## config.mk

```make
export PLATFORM = sky130hd
export DESIGN_NAME = pcm_resample_volume_ring_writer
export DESIGN_NICKNAME = d
export VERILOG_FILES = /design/src/rtl/rsvr_pkg.sv /design/src/rtl/pcm_resample_volume_ring_writer.sv /design/src/rtl/rsvr_mul.sv /design/src/rtl/rsvr_seq.sv
export VERILOG_INCLUDE_DIRS = /design/src /design/src/rtl
export SDC_FILE = /design/constraint.sdc
export NUM_CORES = 1
export LEC_CHECK = 0
export ABC_AREA = 1
export BUFFER_PORTS_ARGS = -buffer_cell sky130_fd_sc_hd__buf_2
export CAP_MARGIN = 20
export CORE_UTILIZATION = 57
export DETAILED_ROUTE_END_ITERATION = 10
export PLACE_DENSITY = 0.76
export SETUP_SLACK_MARGIN = 0.3
export SYNTH_ARGS = -nofsm -noshare
export SYNTH_HDL_FRONTEND = slang
export SYNTH_SLANG_ARGS = --single-unit
```

## constraint.sdc

```tcl
create_clock -name clk -period 7 [get_ports clk]
set_input_delay 1.4 -clock clk [delete_from_list [all_inputs] [get_ports clk]]
set_output_delay 1.4 -clock clk [all_outputs]
set_load 0.05 [all_outputs]
```

## src/rtl/assert_macros.svh

```systemverilog
// Assertion helpers for the resampler RTL.
// Each macro takes a label, the clock, the synchronous reset and a property expression.
`ifndef ASSERT_MACROS_SVH
`define ASSERT_MACROS_SVH

`ifndef SYNTHESIS

// Check a property on every rising clock edge outside reset.
`define RSVR_ASSERT(label, clk, rst, prop) \
  label: assert property (@(posedge clk) disable iff (rst) prop) \
    else $error("rsvr assertion failed");

// Same check, with a caller-supplied message string.
`define RSVR_ASSERT_MSG(label, clk, rst, prop, msg) \
  label: assert property (@(posedge clk) disable iff (rst) prop) \
    else $error(msg);

`else

`define RSVR_ASSERT(label, clk, rst, prop)
`define RSVR_ASSERT_MSG(label, clk, rst, prop, msg)

`endif

`endif

```

## src/rtl/rsvr_pkg.sv

```systemverilog
package rsvr_pkg;

  // Field and register widths
  localparam int SAMPLE_W    = 16;
  localparam int PROD_W      = 26;
  localparam int INDEX_W     = 13;
  localparam int PLAY_W      = 31;
  localparam int STEP_W      = 12;
  localparam int GAIN_W      = 10;
  localparam int CFG_INDEX_W = 2;
  localparam int CFG_DATA_W  = 12;

  // Position tracking
  localparam int ACC_W       = 32;
  localparam int PTR_W       = 32;
  localparam int FRAC_BITS   = 8;
  localparam int POS_W       = ACC_W - FRAC_BITS;
  localparam int MAX_WRITES  = 8;
  localparam int COUNT_W     = $clog2(MAX_WRITES + 1);

  // Configuration register indexes
  typedef enum logic [CFG_INDEX_W-1:0] {
    CFG_FRAC_STEP,
    CFG_VOLUME_GAIN,
    CFG_SIXTEEN_BIT,
    CFG_STEREO_SOURCE
  } cfg_index_t;

  // Sequencer states
  typedef enum logic [2:0] {
    ST_IDLE,
    ST_PREP,
    ST_MUL_L,
    ST_MUL_R,
    ST_TEST,
    ST_LOOK,
    ST_EMIT
  } state_t;

  // Format and step settings seen by the sequencer
  typedef struct packed {
    logic [STEP_W-1:0] frac_step;
    logic              sixteen_bit;
    logic              stereo_source;
  } cfg_t;

  // Widen one raw channel to a signed 16-bit sample.
  // 8-bit signed: low byte moved to the top. 8-bit unsigned: offset 128 removed.
  function automatic logic signed [SAMPLE_W-1:0] sample_widen(
    input logic [SAMPLE_W-1:0] raw,
    input logic                sixteen,
    input logic                stereo
  );
    logic [SAMPLE_W-1:0] wide;
    if (sixteen) begin
      wide = raw;
    end else if (stereo) begin
      wide = {raw[7:0], 8'h00};
    end else begin
      wide = {~raw[7], raw[6:0], 8'h00};
    end
    return $signed(wide);
  endfunction

endpackage

```

## src/rtl/pcm_resample_volume_ring_writer.sv

```systemverilog
// Channel   Dir  Handshake                      Payload
// s_axis    in   s_axis_tvalid/s_axis_tready    tuser: first_frame; tdata: play_time,
//                                               left_raw, right_raw
// m_axis    out  m_axis_tvalid/m_axis_tready    tdata: ring_index, left_out, right_out;
//                                               tlast: last_of_run
// cfg       in   cfg_we (no wait)               cfg_index, cfg_data
//
// A frame makes from 0 to 8 ring writes; the sequencer walks them one write at a time
// through the shared gain multiplier.
// s_axis_tready is high only while the sequencer is idle.
// A stall on m_axis holds the current write and the sequencer until it is taken.
// rst is synchronous: position state clears, registers return to their defaults.
module pcm_resample_volume_ring_writer #(
  parameter int RING_DEPTH = 8192
) (
  input  logic                                clk,
  input  logic                                rst,
  // configuration write port
  input  logic                                cfg_we,
  input  logic [rsvr_pkg::CFG_INDEX_W-1:0]    cfg_index,
  input  logic [rsvr_pkg::CFG_DATA_W-1:0]     cfg_data,
  // source frames
  input  logic                                s_axis_tvalid,
  output logic                                s_axis_tready,
  input  logic [63:0]                         s_axis_tdata,  // play_time, left_raw, right_raw
  input  logic                                s_axis_tuser,  // first_frame
  // ring writes
  output logic                                m_axis_tvalid,
  input  logic                                m_axis_tready,
  output logic [71:0]                         m_axis_tdata,  // ring_index, left_out, right_out
  output logic                                m_axis_tlast   // last_of_run
);
  import rsvr_pkg::*;

  logic [STEP_W-1:0]          frac_step;
  logic [GAIN_W-1:0]          volume_gain;
  logic                       sixteen_bit;
  logic                       stereo_source;
  cfg_t                       cfg;

  logic signed [SAMPLE_W-1:0] mul_a;
  logic signed [PROD_W-1:0]   mul_p;
  logic [INDEX_W-1:0]         out_index;
  logic signed [PROD_W-1:0]   out_left;
  logic signed [PROD_W-1:0]   out_right;

  // Configuration registers
  always_ff @(posedge clk) begin
    if (rst) begin
      frac_step     <= STEP_W'(256);
      volume_gain   <= GAIN_W'(179);
      sixteen_bit   <= 1'b1;
      stereo_source <= 1'b1;
    end else if (cfg_we) begin
      unique case (cfg_index)
        CFG_FRAC_STEP:     frac_step     <= cfg_data[STEP_W-1:0];
        CFG_VOLUME_GAIN:   volume_gain   <= cfg_data[GAIN_W-1:0];
        CFG_SIXTEEN_BIT:   sixteen_bit   <= cfg_data[0];
        CFG_STEREO_SOURCE: stereo_source <= cfg_data[0];
        default: ;
      endcase
    end
  end

  assign cfg = '{frac_step: frac_step, sixteen_bit: sixteen_bit,
                 stereo_source: stereo_source};

  rsvr_mul u_mul (
    .clk     (clk),
    .sample  (mul_a),
    .gain    (volume_gain),
    .product (mul_p)
  );

  rsvr_seq #(
    .RING_DEPTH (RING_DEPTH)
  ) u_seq (
    .clk          (clk),
    .rst          (rst),
    .cfg          (cfg),
    .in_valid     (s_axis_tvalid),
    .in_ready     (s_axis_tready),
    .in_first     (s_axis_tuser),
    .in_play_time (s_axis_tdata[30:0]),
    .in_left      (s_axis_tdata[46:31]),
    .in_right     (s_axis_tdata[62:47]),
    .mul_a        (mul_a),
    .mul_p        (mul_p),
    .out_valid    (m_axis_tvalid),
    .out_ready    (m_axis_tready),
    .out_index    (out_index),
    .out_left     (out_left),
    .out_right    (out_right),
    .out_last     (m_axis_tlast)
  );

  // Pack the write, zero fill to whole bytes
  assign m_axis_tdata = {7'b0, out_right, out_left, out_index};

endmodule

```

## src/rtl/rsvr_mul.sv

```systemverilog
// Shared gain multiplier: signed sample times unsigned gain, product registered.
module rsvr_mul (
  input  logic                                clk,
  input  logic signed [rsvr_pkg::SAMPLE_W-1:0] sample,
  input  logic        [rsvr_pkg::GAIN_W-1:0]   gain,
  output logic signed [rsvr_pkg::PROD_W-1:0]   product
);
  import rsvr_pkg::*;

  logic signed [SAMPLE_W+GAIN_W:0] prod_full;

  // Multiply with the gain zero-extended to a signed operand
  assign prod_full = sample * $signed({1'b0, gain});

  // Register the product, keep the 26-bit result
  always_ff @(posedge clk) begin
    product <= prod_full[PROD_W-1:0];
  end

endmodule

```

## src/rtl/rsvr_seq.sv

```systemverilog
`include "assert_macros.svh"

// Frame sequencer: burst pull-up, sample widening, write loop over the 24.8 accumulator.
module rsvr_seq #(
  parameter int RING_DEPTH = 8192
) (
  input  logic                                 clk,
  input  logic                                 rst,
  input  rsvr_pkg::cfg_t                       cfg,
  input  logic                                 in_valid,
  output logic                                 in_ready,
  input  logic                                 in_first,
  input  logic        [rsvr_pkg::PLAY_W-1:0]   in_play_time,
  input  logic signed [rsvr_pkg::SAMPLE_W-1:0] in_left,
  input  logic signed [rsvr_pkg::SAMPLE_W-1:0] in_right,
  output logic signed [rsvr_pkg::SAMPLE_W-1:0] mul_a,
  input  logic signed [rsvr_pkg::PROD_W-1:0]   mul_p,
  output logic                                 out_valid,
  input  logic                                 out_ready,
  output logic        [rsvr_pkg::INDEX_W-1:0]  out_index,
  output logic signed [rsvr_pkg::PROD_W-1:0]   out_left,
  output logic signed [rsvr_pkg::PROD_W-1:0]   out_right,
  output logic                                 out_last
);
  import rsvr_pkg::*;

  localparam logic [PTR_W-1:0] RING_MASK = PTR_W'(RING_DEPTH - 1);

  state_t state, state_next;

  // Captured request
  logic                       first_q;
  logic [PLAY_W-1:0]          play_q;
  logic [SAMPLE_W-1:0]        left_q;
  logic [SAMPLE_W-1:0]        right_q;

  // Position state
  logic [PTR_W-1:0]           wp;
  logic [ACC_W-1:0]           acc;
  logic [POS_W-1:0]           fc;
  logic [COUNT_W-1:0]         count;

  logic signed [PROD_W-1:0]   left_prod;
  logic signed [SAMPLE_W-1:0] left16;
  logic signed [SAMPLE_W-1:0] right16;
  logic [POS_W-1:0]           pos_diff;
  logic                       reached;
  logic                       room;
  logic                       emit_go;
  logic                       pull_up;
  logic [PTR_W-1:0]           wp_masked;

  // Widen both channels; mono sources copy the left channel
  assign left16  = sample_widen(left_q, cfg.sixteen_bit, cfg.stereo_source);
  assign right16 = sample_widen(cfg.stereo_source ? right_q : left_q,
                                cfg.sixteen_bit, cfg.stereo_source);

  // Accumulator position against the frame, as a signed 24-bit difference
  assign pos_diff  = acc[ACC_W-1:FRAC_BITS] - fc;
  assign reached   = (pos_diff == '0) || pos_diff[POS_W-1];
  assign room      = count < COUNT_W'(MAX_WRITES);
  assign emit_go   = room && reached;
  assign pull_up   = wp[PTR_W-1] || (wp < {1'b0, play_q});
  assign wp_masked = wp & RING_MASK;

  // Next state
  always_comb begin
    state_next = state;
    unique case (state)
      ST_IDLE:  if (in_valid) state_next = ST_PREP;
      ST_PREP:  state_next = ST_MUL_L;
      ST_MUL_L: state_next = ST_MUL_R;
      ST_MUL_R: state_next = ST_TEST;
      ST_TEST:  state_next = emit_go ? ST_LOOK : ST_IDLE;
      ST_LOOK:  state_next = ST_EMIT;
      ST_EMIT:  if (out_ready) state_next = out_last ? ST_IDLE : ST_TEST;
      default:  state_next = ST_IDLE;
    endcase
  end

  // Handshake and multiplier operand
  always_comb begin
    in_ready  = (state == ST_IDLE);
    out_valid = (state == ST_EMIT);
    mul_a     = (state == ST_MUL_L) ? left16 : right16;
  end

  // Control state: pointer, accumulator, frame counter, write count
  always_ff @(posedge clk) begin
    if (rst) begin
      state <= ST_IDLE;
      wp    <= '0;
      acc   <= '0;
      fc    <= '0;
      count <= '0;
    end else begin
      state <= state_next;
      case (state)
        ST_PREP: begin
          count <= '0;
          if (first_q) begin
            if (pull_up) wp <= {1'b0, play_q};
            acc <= '0;
            fc  <= '0;
          end
        end
        ST_TEST: begin
          if (emit_go) begin
            wp    <= wp + 1'b1;
            acc   <= acc + ACC_W'(cfg.frac_step);
            count <= count + 1'b1;
          end else begin
            fc <= fc + 1'b1;
          end
        end
        ST_EMIT: begin
          if (out_ready && out_last) fc <= fc + 1'b1;
        end
        default: ;
      endcase
    end
  end

  // Payload: capture request, hold products, load the output register
  always_ff @(posedge clk) begin
    case (state)
      ST_IDLE: begin
        if (in_valid) begin
          first_q <= in_first;
          play_q  <= in_play_time;
          left_q  <= in_left;
          right_q <= in_right;
        end
      end
      ST_MUL_R: left_prod <= mul_p;
      ST_TEST: begin
        if (emit_go) begin
          out_index <= wp_masked[INDEX_W-1:0];
          out_left  <= left_prod;
          out_right <= mul_p;
        end
      end
      // count and acc already advanced: mark last when no further write follows
      ST_LOOK: out_last <= !emit_go;
      default: ;
    endcase
  end

  `RSVR_ASSERT(a_no_overlap, clk, rst, !(in_ready && out_valid))
  `RSVR_ASSERT_MSG(a_count_bound, clk, rst, count <= COUNT_W'(MAX_WRITES),
                   "write count above limit")
  `RSVR_ASSERT_MSG(a_full_is_last, clk, rst,
                   (out_valid && count == COUNT_W'(MAX_WRITES)) |-> out_last,
                   "eighth write not marked last")
  `RSVR_ASSERT(a_more_retests, clk, rst,
               (out_valid && out_ready && !out_last) |=> (state == ST_TEST))

endmodule
```

# After elaboration in Yosys (flattened, before gate mapping)
# Index checks and enable logic that the tools add are counted.
# op_classes
addsub,5
mul,1
n_div,0
n_lt_le_gt_ge,2
n_eq_ne,16
shift,0
n_mux,24
n_bitwise,2
n_reduce_logical,21
# ops
op,n
$mux 32,5
$pmux 32 s2,2
$mux 16,6
$mux 24,3
$pmux 24 s3,1
$add 32x1->32 const B,1
$add 32x12->32,1
$lt 32x31->1,1
$mul 16x11->26,1
$add 24x1->24 const B,1
$logic_not 24->1,1
$sub 24x24->24,1
$pmux 3 s7,1
$reduce_and 2->1,8
$mux 3,4
$ne 2x1->1 const B,5
$eq 3x3->1 const B,3
$pmux 4 s2,1
$reduce_and 4->1,2
$eq 3x2->1 const B,2
$add 4x1->4 const B,1
$eq 2x2->1 const B,2
$lt 4x4->1 const B,1
$mux 4,1
other kinds (12),16
# totals
regBits,301
latch_bits,0
ram_bits,0
romBits,0
in_bits,84
out_inout_bits,75
memories,0

# Longest topological paths before layout
# Gate-level depths: netlist (run 1).
# depth
ltp_word,6
ltp_mapped,31
depth_no_buf,30

# Hierarchy
# Synthesis (run 1) repeated with hierarchy kept, for this count alone.
# unflattened
hier_cells,2902
area_unflattened_um2,22333.9
# by_module_without_submodules
module,n_inst,cells_per_inst,area_per_inst_um2
rsvr_seq,1,1754,14033.5
rsvr_mul,1,993,7191.9
pcm_resample_volume_ring_writer,1,155,1108.6

# Worst setup path after synthesis (run 1)
# OpenSTA, ideal clock, no wires.
# synth_timing
path_kind,input -> register
from,input port s_axis_tvalid
to,"register u_seq.first_q, enable pin"
setup_time_ps,565
arrival_time_ps,5786
required_time_ps,6435
path_slack_ps,650
cell_stages,2
path_buffers,0
path_cell_list,inv_1 nor3_1
# synth_between
elab_chain_cells,1
# synth_rtl
item,line,rtl
from (decl),pcm_resample_volume_ring_writer.sv:23,"input logic s_axis_tvalid,"
$reduce_and 2->1 (no line),-,
to (signal assigned),rsvr_seq.sv:129,first_q <= in_first;
to (decl),rsvr_seq.sv:32,logic first_q;
# Every way passes these cells.
# A chain may end at the register's enable or synchronous reset.

# Worst setup path after layout (run 1)
# layout_timing
from,register u_seq.state[2]
to,register u_mul.product[23] (netlist bit)
# layout_between
elab_chain_cells,3
# layout_rtl
item,line,rtl
from (decl),rsvr_seq.sv:29,"state_t state, state_next;"
from (signal assigned),rsvr_seq.sv:97,state <= state_next;
$eq 3x2->1,rsvr_seq.sv:85,mul_a = (state == ST_MUL_L) ? left16 : right16;
$mux 16,rsvr_seq.sv:85,
$mul 16x11->26,rsvr_mul.sv:13,"assign prod_full = sample * $signed({1'b0, gain});"
net u_mul.prod_full[23],rsvr_mul.sv:10,logic signed [SAMPLE_W+GAIN_W:0] prod_full;
to (signal assigned),rsvr_mul.sv:17,product <= prod_full[PROD_W-1:0];
to (decl),rsvr_mul.sv:6,output logic signed [rsvr_pkg::PROD_W-1:0] product
# The timed path passes the listed nets, and every way through them passes these cells.

==> results.sh, run 1 <==
export IMPL_clk_latency_ns=0.59
export IMPL_r2r_cells=25
export IMPL_layoutNonFillerInstCount=3301
export IMPL_cts_buffers=31
export IMPL_crit_type="flip-flop to flip-flop"
export IMPL_via_per_inst=5.42
export IMPL_synth_most_common_cell="nand2_1"
export IMPL_clk_path_buf_depth=3
export IMPL_cts_tree="done"
export IMPL_whs_path_depth=0
export IMPL_coreArea_mm2=0.0368
export IMPL_synth_seq_cells=301
export IMPL_cp_data_required_time_ns=7.47
export IMPL_avgSynthCellArea_um2=8.05
export IMPL_status="finished, final reports clean"
export IMPL_hp_class="flip-flop to flip-flop"
export IMPL_grt_first_pass_wirelength_um=84100
export IMPL_powerDensity_mw_per_mm2=455
export IMPL_synthTopCellsByCount="559 x nand2_1, 475 x inv_1, 310 x nor2_1, 185 x a21oi_1, 156 x edfxtp_1"
export IMPL_worstMarginPinSlew_ns=0.934
export IMPL_grt_setup_unrepaired="yes"
export IMPL_drc=0
export IMPL_setup_tns_ns=0
export IMPL_die_h_um=196
export IMPL_grt_total_usage=0.272
export IMPL_crit_fanout=15
export IMPL_overflow=0
export IMPL_yosysTopAreaCell="edfxtp_1"
export IMPL_wl_per_cell_um=15.6
export IMPL_slew_viol_final=0
export IMPL_num_fill_cells=3092
export IMPL_yosys_warnings=0
export IMPL_p_total_w=0.0108
export IMPL_crit_arrival_ns=6.82
export IMPL_irDropWorstVdd_v=0.000877
export IMPL_syn_inst=2661
export IMPL_p_leak_nw=11.0
export IMPL_fin_util=0.645
export IMPL_dpl_hpwl_um=38900
export IMPL_rows=70
export IMPL_cap_violations=0
export IMPL_endpoint_kind="flip-flop"
export IMPL_htree_levels=1
export IMPL_dieArea_mm2=0.0383
export IMPL_ctsHoldBuffers=0
export IMPL_grt_pass1_vias=17027
export IMPL_clk_transition_reported_paths_ns=0.07
export IMPL_fmax_mhz=157
export IMPL_synth_area_leaders="edfxtp_1 22%, dfxtp_1 14%, fa_1 13%, nand2_1 9.8%, inv_1 8.3%"
export IMPL_cts_root_buffer="clkbuf_16"
export IMPL_finalCritPeriodShare=0.908
export IMPL_final_setup_skew_ns=0.0147
export IMPL_place_inst=3240
export IMPL_cts_sinks=301
export IMPL_areaGrowthSynthToFinish_pct=10.8
export IMPL_drt_pre_antenna_iters=5
export IMPL_async_reset_ff_frac=0
export IMPL_vias=17889
export IMPL_drive_gt1_frac=0.0932
export IMPL_ios=159
export IMPL_io_buffers=150
export IMPL_hold_violations=0
export IMPL_startpoint_type="flip-flop"
export IMPL_grt_start_max_net_pins=85
export IMPL_drt_iter0_drc=1327
export IMPL_synth_seq_area_share=0.354
export IMPL_fin_crit_ns=6.35
export IMPL_finalSetupViolCount=0
export IMPL_gp_congestion=0.924
export IMPL_antenna_found_initial=2
export IMPL_drtAntennaViolNets=0
export IMPL_syn_area_mm2=0.0214
export IMPL_ys_types=52
export IMPL_synth_edf_count=156
export IMPL_finalWirelength_um=51400
export IMPL_initial_core_util=0.582
export IMPL_die_w_um=196
export IMPL_synth_top_area_share=0.219
export IMPL_maxSlewHeadroom=0.377
export IMPL_nNetsFinal=3161
export IMPL_ys_flop_type="edfxtp_1"
-- per-layer routing --
layer,share of wire,global-route usage,vias to the layer above
li1,-,-,8747
met1,0.45,0.384,8419
met2,0.45,0.431,650
met3,0.082,0.0469,69
met4,0.022,0.0761,4
met5,0.00045,0,-
-- area by class of cell --
| cell class | count | area, µm² | share of cell area |
|---|---|---|---|
| diodes | 1 | 2.50 | 0.000105 |
| clock buffers | 45 | 848 | 0.0358 |
| clock inverters | 13 | 128 | 0.00538 |
| inverters | 485 | 1820 | 0.0769 |
| multi-input cells | 1806 | 11700 | 0.494 |
| flip-flops and latches | 301 | 7590 | 0.320 |
| well taps | 468 | 586 | 0.0247 |
| repair buffers | 182 | 1020 | 0.0429 |
-- cell usage in the layout, fill, tap and decap left out, types with 7 or more instances in the layout --
cell	instances
buf_2	150
nand2_1	559
xor2_1	64
nand4_1	41
ha_1	126
dfxtp_1	145
o211ai_1	7
a21oi_1	181
clkinv_1	8
nand3b_1	7
buf_4	30
nor2_1	306
nor4_1	8
clkbuf_1	12
xnor2_1	24
inv_1	473
clkbuf_16	31
fa_1	143
conb_1	7
nor3_1	52
nand3_1	120
o21ai_0	94
edfxtp_1	156
-- logic make-up after synthesis --
group,share of synthesized area
fa+ha+maj,0.208
buf+inv,0.103
other cells,0.000175
flops,0.354
xor+xnor,0.0360
simple gates,0.217
compound gates,0.0819
-- report_power, final --
part           switching [W]  leakage (nW)  internal (W)  total, W
Sequential          0.000129          2.63       0.00221   0.00234
Combinational        0.00422          7.94       0.00264   0.00686
Clock               0.000690         0.479      0.000914   0.00160
Total                0.00504          11.0       0.00577    0.0108
-- stage by stage --
stage	hold WS (ns)	worst slack [ns]	instance area, µm²
after global placement	0.401	0.404	22600
after global routing	0.422	0.293	23700
after CTS	0.419	0.326	23600
after floorplan	0.400	0.650	21400
final	0.418	0.647	23700
after detailed placement	0.405	0.189	22600
-- final timing paths --
path / start / to / slack (ns)
worst max-delay path: u_seq.state[2]$_SDFFE_PP0P_ / u_mul.product[23]$_DFF_P_ / 0.65
worst min-delay path: u_seq.left_prod[3]$_DFFE_PP_ / u_seq.out_left[3]$_DFFE_PP_ / 0.42
worst max register to register: u_seq.state[2]$_SDFFE_PP0P_ / u_mul.product[23]$_DFF_P_ / 0.65
worst min register to register: u_seq.left_prod[3]$_DFFE_PP_ / u_seq.out_left[3]$_DFFE_PP_ / 0.42
-- critical path: stages, from the launching register on --
cell,delay [ns]
dfxtp_1,0.40
nor2_1,0.08
inv_1,0.12
nor2_2,0.07
inv_2,0.21
nand2_1,0.17
a21oi_1,0.15
nor2_1,0.08
a311oi_4,0.47
buf_4,0.24
nand2_1,0.08
fa_1,0.55
inv_1,0.06
fa_1,0.52
fa_1,0.45
fa_1,0.55
inv_1,0.05
fa_1,0.53
inv_1,0.04
ha_1,0.36
nand2_1,0.10
o21ai_1,0.28
a21oi_2,0.13
o21ai_1,0.25
a21oi_1,0.13
xor2_1,0.16
-- flip-flops by register name, summed over array words and instances, names as in the netlist, 4 cells and up --
signal,cells
u_seq.out_right,26
u_seq.left_prod,26
u_mul.product,26
u_seq.acc,32
u_seq.wp,32
u_seq.out_left,26
u_seq.play_q,31
u_seq.left_q,16
volume_gain,10
u_seq.count,4
frac_step,12
u_seq.out_index,13
u_seq.fc,24
u_seq.right_q,16
-- repair_timing --
item	CTS	global route
cloned	0	0
resized for setup	2	16
setup endpoints to repair	3	6
buffers inserted	0	0
pin swaps	1	0
Note: power is estimated with default switching activity, not from simulation.
==> run 2, diff against run 1 <==
--- a/config.mk
+++ b/config.mk
@@ -11,7 +11,7 @@
 export CAP_MARGIN = 20
 export CORE_UTILIZATION = 57
 export DETAILED_ROUTE_END_ITERATION = 10
-export PLACE_DENSITY = 0.76
+export PLACE_DENSITY = 0.86
 export SETUP_SLACK_MARGIN = 0.3
 export SYNTH_ARGS = -nofsm -noshare
 export SYNTH_HDL_FRONTEND = slang
==> run 2 against run 1 <==
Wire length up 4.6%. Combinational power up 1%. Flip-flop and latch count unchanged. Critical path type unchanged. Highest routed layer is now met4.
==> results.sh, run 2 (synthesis results as in run 1) <==
export IMPL_status="finished, final reports clean"
export IMPL_maxSlewHeadroom=0.313
export IMPL_place_area_mm2=0.0226
export IMPL_fin_util=0.651
export IMPL_n_antenna_cell=0
export IMPL_initial_core_util=0.582
export IMPL_nNetsFinal=3163
export IMPL_coreArea_mm2=0.0368
export IMPL_clk_path_buf_depth=3
export IMPL_hold_violations=0
export IMPL_swShare=0.458
export IMPL_finalWirelength_um=53800
export IMPL_ios=159
export IMPL_drive_gt1_frac=0.0970
export IMPL_grt_setup_unrepaired="no"
export IMPL_rows=70
export IMPL_setup_tns_ns=0
export IMPL_layout_commonest_cell="nand2_1"
export IMPL_areaGrowthSynthToFinish_pct=11.8
export IMPL_path_cells="nor2_1 -> inv_1 -> nor2_4 -> nor2_2 -> a211oi_1 -> a21oi_1 -> nand2_1 -> fa_1 -> inv_1 -> fa_1 -> fa_1 -> fa_1 -> inv_1 -> fa_1 -> inv_1 -> ha_1 -> nand2_1 -> nor2_1 -> nand4_1 -> o311ai_1 -> xnor2_1"
export IMPL_slew_viol_final=0
export IMPL_crit_start="u_seq.state[0]$_SDFFE_PP0P_"
export IMPL_regArea_mm2=0.00759
export IMPL_htree_levels=2
export IMPL_hp_class="flip-flop to flip-flop"
export IMPL_antenna_found_initial=0
export IMPL_final_cell_mix="558 x nand2_1, 473 x inv_1, 306 x nor2_1"
export IMPL_finalCritPeriodShare=0.919
export IMPL_p_leak_nw=11.2
export IMPL_pwr_share_seq=0.209
export IMPL_num_fill_cells=2994
export IMPL_crit_fanout=11
export IMPL_dpl_hpwl_um=40100
export IMPL_path_delay_family="adder cells"
export IMPL_crit_arrival_ns=6.90
export IMPL_die_w_um=196
export IMPL_cts_buffers=34
export IMPL_dieArea_mm2=0.0383
export IMPL_cts_tree="done"
export IMPL_fmax_mhz=156
export IMPL_gp_congestion=0.948
export IMPL_clockPowerShare=0.172
export IMPL_grt_start_max_net_pins=85
export IMPL_cap_violations=0
export IMPL_top_regs="u_seq.acc x32, u_seq.wp x32, u_seq.play_q x31"
export IMPL_drt_pre_antenna_iters=6
export IMPL_grt_first_pass_wirelength_um=88700
export IMPL_cpMaxStageDelayCell="fa_1"
export IMPL_design_area_mm2=0.0239
export IMPL_die_h_um=196
export IMPL_fin_crit_ns=6.43
export IMPL_grt_pass1_vias=18221
export IMPL_worstMarginPinSlew_ns=1.03
export IMPL_powerDensity_mw_per_mm2=468
export IMPL_final_setup_skew_ns=0.0264
export IMPL_clk_transition_reported_paths_ns=0.06
export IMPL_io_buffers=150
export IMPL_comb_power_share=0.618
export IMPL_multiInputGateArea_mm2=0.0117
export IMPL_crit_type="flip-flop to flip-flop"
export IMPL_drtAntennaViolNets=0
export IMPL_cpPeakStageDelay_ns=0.55
export IMPL_cpMostUsedCell="fa_1"
export IMPL_power_internal_w=0.00608
export IMPL_overflow=0
export IMPL_drc=0
export IMPL_drt_iter0_drc=1645
export IMPL_cts_sinks=301
export IMPL_startpoint_type="flip-flop"
export IMPL_path_buf_inv=4
export IMPL_via_per_inst=5.51
export IMPL_vias=18216
export IMPL_irDropWorstVdd_v=0.000614
export IMPL_finalSetupViolCount=0
export IMPL_grt_total_usage=0.288
export IMPL_cts_root_buffer="clkbuf_16"
export IMPL_endpoint_kind="flip-flop"
export IMPL_cp_data_required_time_ns=7.47
export IMPL_worstHoldStart="u_seq.left_prod[5]$_DFFE_PP_"
export IMPL_clk_latency_ns=0.55
export IMPL_wl_per_cell_um=16.3
export IMPL_r2r_start="u_seq.state[0]$_SDFFE_PP0P_"
export IMPL_power_switching_w=0.00513
==> run 2: changes by cell type in the layout (fill, tap and decap cells not counted), sizes merged <==
cell / change
buf: -1
clkbuf: -1
clkinv: +2
diode: -1
bufinv: +3
==> run 2: what timing repair did <==
item / 4_1_cts / 5_1_grt
endpoints found under the setup margin: 6 / 6
buffers inserted: 0 / 0
hold buffers: 0 / 0
gates resized for setup: 3 / 13
pin swaps: 0 / 0
==> run 2: power by group through the flow <==
| stage | sequential [W] | combinational (W) | clock, W |
|---|---|---|---|
| 5_1_grt | 0.00237 | 0.00793 | 0.00202 |
| 3_3_place_gp | 0.00237 | 0.00628 | 0 |
| 3_5_place_dp | 0.00238 | 0.00661 | 0 |
| 6_report | 0.00235 | 0.00693 | 0.00193 |
| 4_1_cts | 0.00234 | 0.00679 | 0.00196 |
| 2_1_floorplan | 0.00235 | 0.00514 | 0 |
==> run 2: layer usage <==
| metal | share of wire | wire length (µm) | GRT usage |
|---|---|---|---|
| met2 | 0.47 | 25100 | 0.472 |
| met3 | 0.083 | 4450 | 0.0529 |
| met4 | 0.037 | 1990 | 0.116 |
| met5 | 0 | 0 | 0 |
| met1 | 0.41 | 22200 | 0.376 |
==> run 2: through the flow <==
stage          instances  power [W]  hold slack, ns  worst slack [ns]
2_1_floorplan       2667    0.00749           0.400             0.650
3_3_place_gp        3239    0.00865           0.400             0.312
3_5_place_dp        3239    0.00899           0.405             0.151
4_1_cts             3301     0.0111           0.419             0.331
5_1_grt             3303     0.0123           0.424             0.275
6_report            3303     0.0112           0.419             0.569
==> run 2: layout make-up <==
class / instances / share of cell area
multi-input combinational: 1806 / 0.489
clock buffer: 44 / 0.0409
tap: 468 / 0.0245
clock inverter: 18 / 0.0101
timing repair buffer: 181 / 0.0421
inverter: 485 / 0.0763
sequential: 301 / 0.317
==> run 2: worst reg2reg max path, cell delays in order, from the launching register on <==
cell	delay (ns)
dfxtp_1	0.39
nor2_1	0.08
inv_1	0.16
nor2_4	0.09
nor2_2	0.35
a211oi_1	0.15
a21oi_1	0.52
nand2_1	0.18
fa_1	0.55
inv_1	0.06
fa_1	0.52
fa_1	0.46
fa_1	0.55
inv_1	0.06
fa_1	0.54
inv_1	0.05
ha_1	0.39
nand2_1	0.14
nor2_1	0.19
nand4_1	0.26
o311ai_1	0.51
xnor2_1	0.17
==> run 2: path summary, 6_finish.rpt <==
kind	end	slack, ns	cells after the start
min	u_seq.out_left[5]$_DFFE_PP_	0.42	0
min reg2reg	u_seq.out_left[5]$_DFFE_PP_	0.42	0
max	u_mul.product[25]$_DFF_P_	0.57	21
max reg2reg	u_mul.product[25]$_DFF_P_	0.57	21
==> run 3, diff against run 2 <==
--- a/config.mk
+++ b/config.mk
@@ -6,13 +6,12 @@
 export SDC_FILE = /design/constraint.sdc
 export NUM_CORES = 1
 export LEC_CHECK = 0
-export ABC_AREA = 1
 export BUFFER_PORTS_ARGS = -buffer_cell sky130_fd_sc_hd__buf_2
 export CAP_MARGIN = 20
 export CORE_UTILIZATION = 57
 export DETAILED_ROUTE_END_ITERATION = 10
 export PLACE_DENSITY = 0.86
-export SETUP_SLACK_MARGIN = 0.3
+export SETUP_SLACK_MARGIN = 0.02
 export SYNTH_ARGS = -nofsm -noshare
 export SYNTH_HDL_FRONTEND = slang
 export SYNTH_SLANG_ARGS = --single-unit
==> run 3 against run 2 <==
Non-clock buffer count increased by 21. Sequential power down 4%. Clock skew increased by 0.0055 ns. Largest cell class unchanged. Setup slack worse by 0.22 ns. Total power decreased by 16%. Die area down 5.7%. Final area down 4.8%. Count of clock-buffer cells in the layout is 2 higher.
==> results.sh, run 3 <==
export IMPL_r2r_start="u_seq.state[2]$_SDFFE_PP0P_"
export IMPL_wl_met3_um=3510
export IMPL_drt_iter0_drc=1242
export IMPL_final_setup_skew_ns=0.0318
export IMPL_synth_most_common_cell="inv_1"
export IMPL_status="finished, final reports clean"
export IMPL_grt_total_usage=0.262
export IMPL_synth_seq_cells=301
export IMPL_worstHoldStart="u_seq.left_prod[10]$_DFFE_PP_"
export IMPL_pre_cts_slack_ns=-0.0905
export IMPL_wl_per_cell_um=17.4
export IMPL_rr_endpoint="u_mul.product[25]$_DFF_P_"
export IMPL_avgSynthCellArea_um2=9.77
export IMPL_yosysTopAreaCell="edfxtp_1"
export IMPL_syn_inst=2066
export IMPL_design_area_mm2=0.0228
export IMPL_path_delay_family="adder cells"
export IMPL_io_buffers=150
export IMPL_cpPeakStageDelay_ns=0.55
export IMPL_place_area_mm2=0.0215
export IMPL_ios=159
export IMPL_hp_class="flip-flop to flip-flop"
export IMPL_startpoint_type="flip-flop"
export IMPL_powerDensity_mw_per_mm2=411
export IMPL_grt_setup_unrepaired="no"
export IMPL_fin_crit_ns=6.65
export IMPL_finalSetupViolCount=0
export IMPL_via_per_inst=5.91
export IMPL_p_total_w=0.00936
export IMPL_cp_data_required_time_ns=7.47
export IMPL_rows=68
export IMPL_num_fill_cells=2553
export IMPL_slew_viol_final=0
export IMPL_vias=15990
export IMPL_cts_buffers=34
export IMPL_drive_gt1_frac=0.142
export IMPL_cpMostUsedCell="fa_1"
export IMPL_nNetsFinal=2576
export IMPL_path_buf_inv=7
export IMPL_dpl_hpwl_um=34400
export IMPL_crit_fanout=10
export IMPL_maxSlewHeadroom=0.327
export IMPL_clk_path_buf_depth=3
export IMPL_endpoint_kind="flip-flop"
export IMPL_coreArea_mm2=0.0347
export IMPL_hold_violations=0
export IMPL_initial_core_util=0.582
export IMPL_ys_flop_type="edfxtp_1"
export IMPL_r2r_cells=26
export IMPL_areaGrowthSynthToFinish_pct=12.9
export IMPL_synthTopCellsByCount="263 x inv_1, 232 x nand2_1, 156 x edfxtp_1, 145 x dfxtp_1, 144 x fa_1"
export IMPL_r2r_setup_slack_ns=0.35
export IMPL_cts_root_buffer="clkbuf_16"
export IMPL_cts_tree="done"
export IMPL_hold_end="u_seq.out_left[10]$_DFFE_PP_"
export IMPL_overflow=0
export IMPL_fmax_mhz=150
export IMPL_grt_start_max_net_pins=74
export IMPL_worstMarginPinSlew_ns=1.00
export IMPL_die_h_um=190
export IMPL_grt_pass1_vias=15919
export IMPL_fin_util=0.657
export IMPL_met1_length_um=18900
export IMPL_antenna_found_initial=4
export IMPL_synth_area_leaders="edfxtp_1 23%, dfxtp_1 14%, fa_1 14%, ha_1 7.8%, inv_1 4.9%"
export IMPL_synth_seq_area_share=0.376
export IMPL_whs_path_depth=0
export IMPL_drtAntennaViolNets=0
export IMPL_p_leak_nw=10.1
export IMPL_irDropWorstVdd_v=0.000610
export IMPL_yosys_warnings=0
export IMPL_synth_top_area_share=0.232
export IMPL_clk_transition_reported_paths_ns=0.06
export IMPL_cts_sinks=301
export IMPL_top_layer="met5"
export IMPL_wl_met2_um=23000
export IMPL_fin_hold_ws_ns=0.418
export IMPL_htree_levels=2
export IMPL_drt_pre_antenna_iters=8
export IMPL_final_cell_mix="262 x inv_1, 232 x nand2_1, 156 x edfxtp_1"
export IMPL_synth_edf_count=156
export IMPL_top_regs="u_seq.acc x32, u_seq.wp x32, u_seq.play_q x31"
export IMPL_layout_commonest_cell="inv_1"
export IMPL_dieArea_mm2=0.0362
export IMPL_cap_violations=0
export IMPL_finalWirelength_um=47100
export IMPL_clk_latency_ns=0.54
export IMPL_gp_congestion=0.898
export IMPL_cpMaxStageDelayCell="fa_1"
export IMPL_finalCritPeriodShare=0.950
export IMPL_die_w_um=190
export IMPL_drc=0
export IMPL_grt_first_pass_wirelength_um=76400
export IMPL_crit_type="flip-flop to flip-flop"
export IMPL_ys_types=82
export IMPL_crit_arrival_ns=7.12
export IMPL_async_reset_ff_frac=0
export IMPL_setup_ws_ns=0.347
export IMPL_syn_area_mm2=0.0202
-- run 3: changes by cell type after synthesis, sizes merged, moves of 31 or more --
cell,delta
nor2,-205
xor2,-49
and3,+31
inv,-215
nand2,-332
nand3,-69
and2,+99
a21oi,-56
-- run 3: cells by family after synthesis --
kind of cell	after synthesis	synth area share
AOI/OAI and AO/OA	380	0.128
xor gates and xnor gates	58	0.0252
adders and majority gates	270	0.221
buffers and inverters	351	0.0698
DFF	301	0.376
muxes	22	0.0110
other	1	0.000186
and+or+nand+nor	683	0.169
-- run 3: through the flow --
| step | TNS (ns) | instances |
|---|---|---|
| finish | 0 | 2705 |
| global route | 0 | 2705 |
| CTS | 0 | 2693 |
| detailed placement | -0.0905 | 2632 |
| global placement | 0 | 2629 |
| floorplan | 0 | 2072 |
-- run 3: worst max path at each step --
stage	from	end	cells after the start
6_report	u_seq.state[2]$_SDFFE_PP0P_	u_mul.product[25]$_DFF_P_	26
5_1_grt	u_seq.state[2]$_SDFFE_PP0P_	u_mul.product[25]$_DFF_P_	26
4_1_cts	u_seq.state[2]$_SDFFE_PP0P_	u_mul.product[25]$_DFF_P_	25
3_5_place_dp	u_seq.state[2]$_SDFFE_PP0P_	u_mul.product[25]$_DFF_P_	25
3_3_place_gp	u_seq.state[2]$_SDFFE_PP0P_	u_mul.product[25]$_DFF_P_	25
2_1_floorplan	u_seq.state[2]$_SDFFE_PP0P_	u_mul.product[25]$_DFF_P_	26
-- run 3: power breakdown --
part	internal [W]	switching (W)	leakage, nW	total, W
Clock	0.00106	0.000725	0.538	0.00178
Combinational	0.00238	0.00295	6.92	0.00533
Sequential	0.00215	0.000101	2.62	0.00225
-- run 3: cell type report --
| cell class | instances | area [µm²] | share of cell area |
|---|---|---|---|
| antenna | 3 | 7.51 | 0.000329 |
| timing repair buffer | 202 | 1210 | 0.0530 |
| tap | 455 | 569 | 0.0250 |
| multi-input combinational | 1420 | 11300 | 0.497 |
| sequential | 301 | 7590 | 0.333 |
| inverter | 263 | 987 | 0.0433 |
| clock buffer | 46 | 937 | 0.0411 |
| clock inverter | 15 | 170 | 0.00746 |
-- run 3: routing by layer --
layer,GRT usage,vias up
met4,0.111,2
met2,0.440,722
met1,0.339,7805
li1,-,7356
met3,0.0371,105
met5,0,-
-- run 3: worst reg2reg max path, cell delays in order, from the launching register on --
cell and delay [ns]:
dfxtp_2 0.38, inv_1 0.12, and3_1 0.18, nor2b_1 0.10
buf_4 0.20, buf_6 0.18, nand2_1 0.14, a221oi_2 0.26
buf_4 0.21, nand2_1 0.09, fa_1 0.53, inv_1 0.05
fa_1 0.52, fa_1 0.46, fa_1 0.55, inv_1 0.07
fa_1 0.54, inv_1 0.05, ha_1 0.37, a21o_1 0.19
a21o_1 0.19, a21o_1 0.24, nor3_2 0.24, a211oi_4 0.09
a211o_1 0.28, a21oi_1 0.19, xor2_1 0.16
-- run 3: repair_timing --
| action | CTS | global route |
|---|---|---|
| pin swaps | 0 | 1 |
| hold buffers | 0 | 0 |
| setup buffers | 0 | 8 |
| setup endpoints to repair | 4 | 8 |
| gates resized for setup | 7 | 16 |
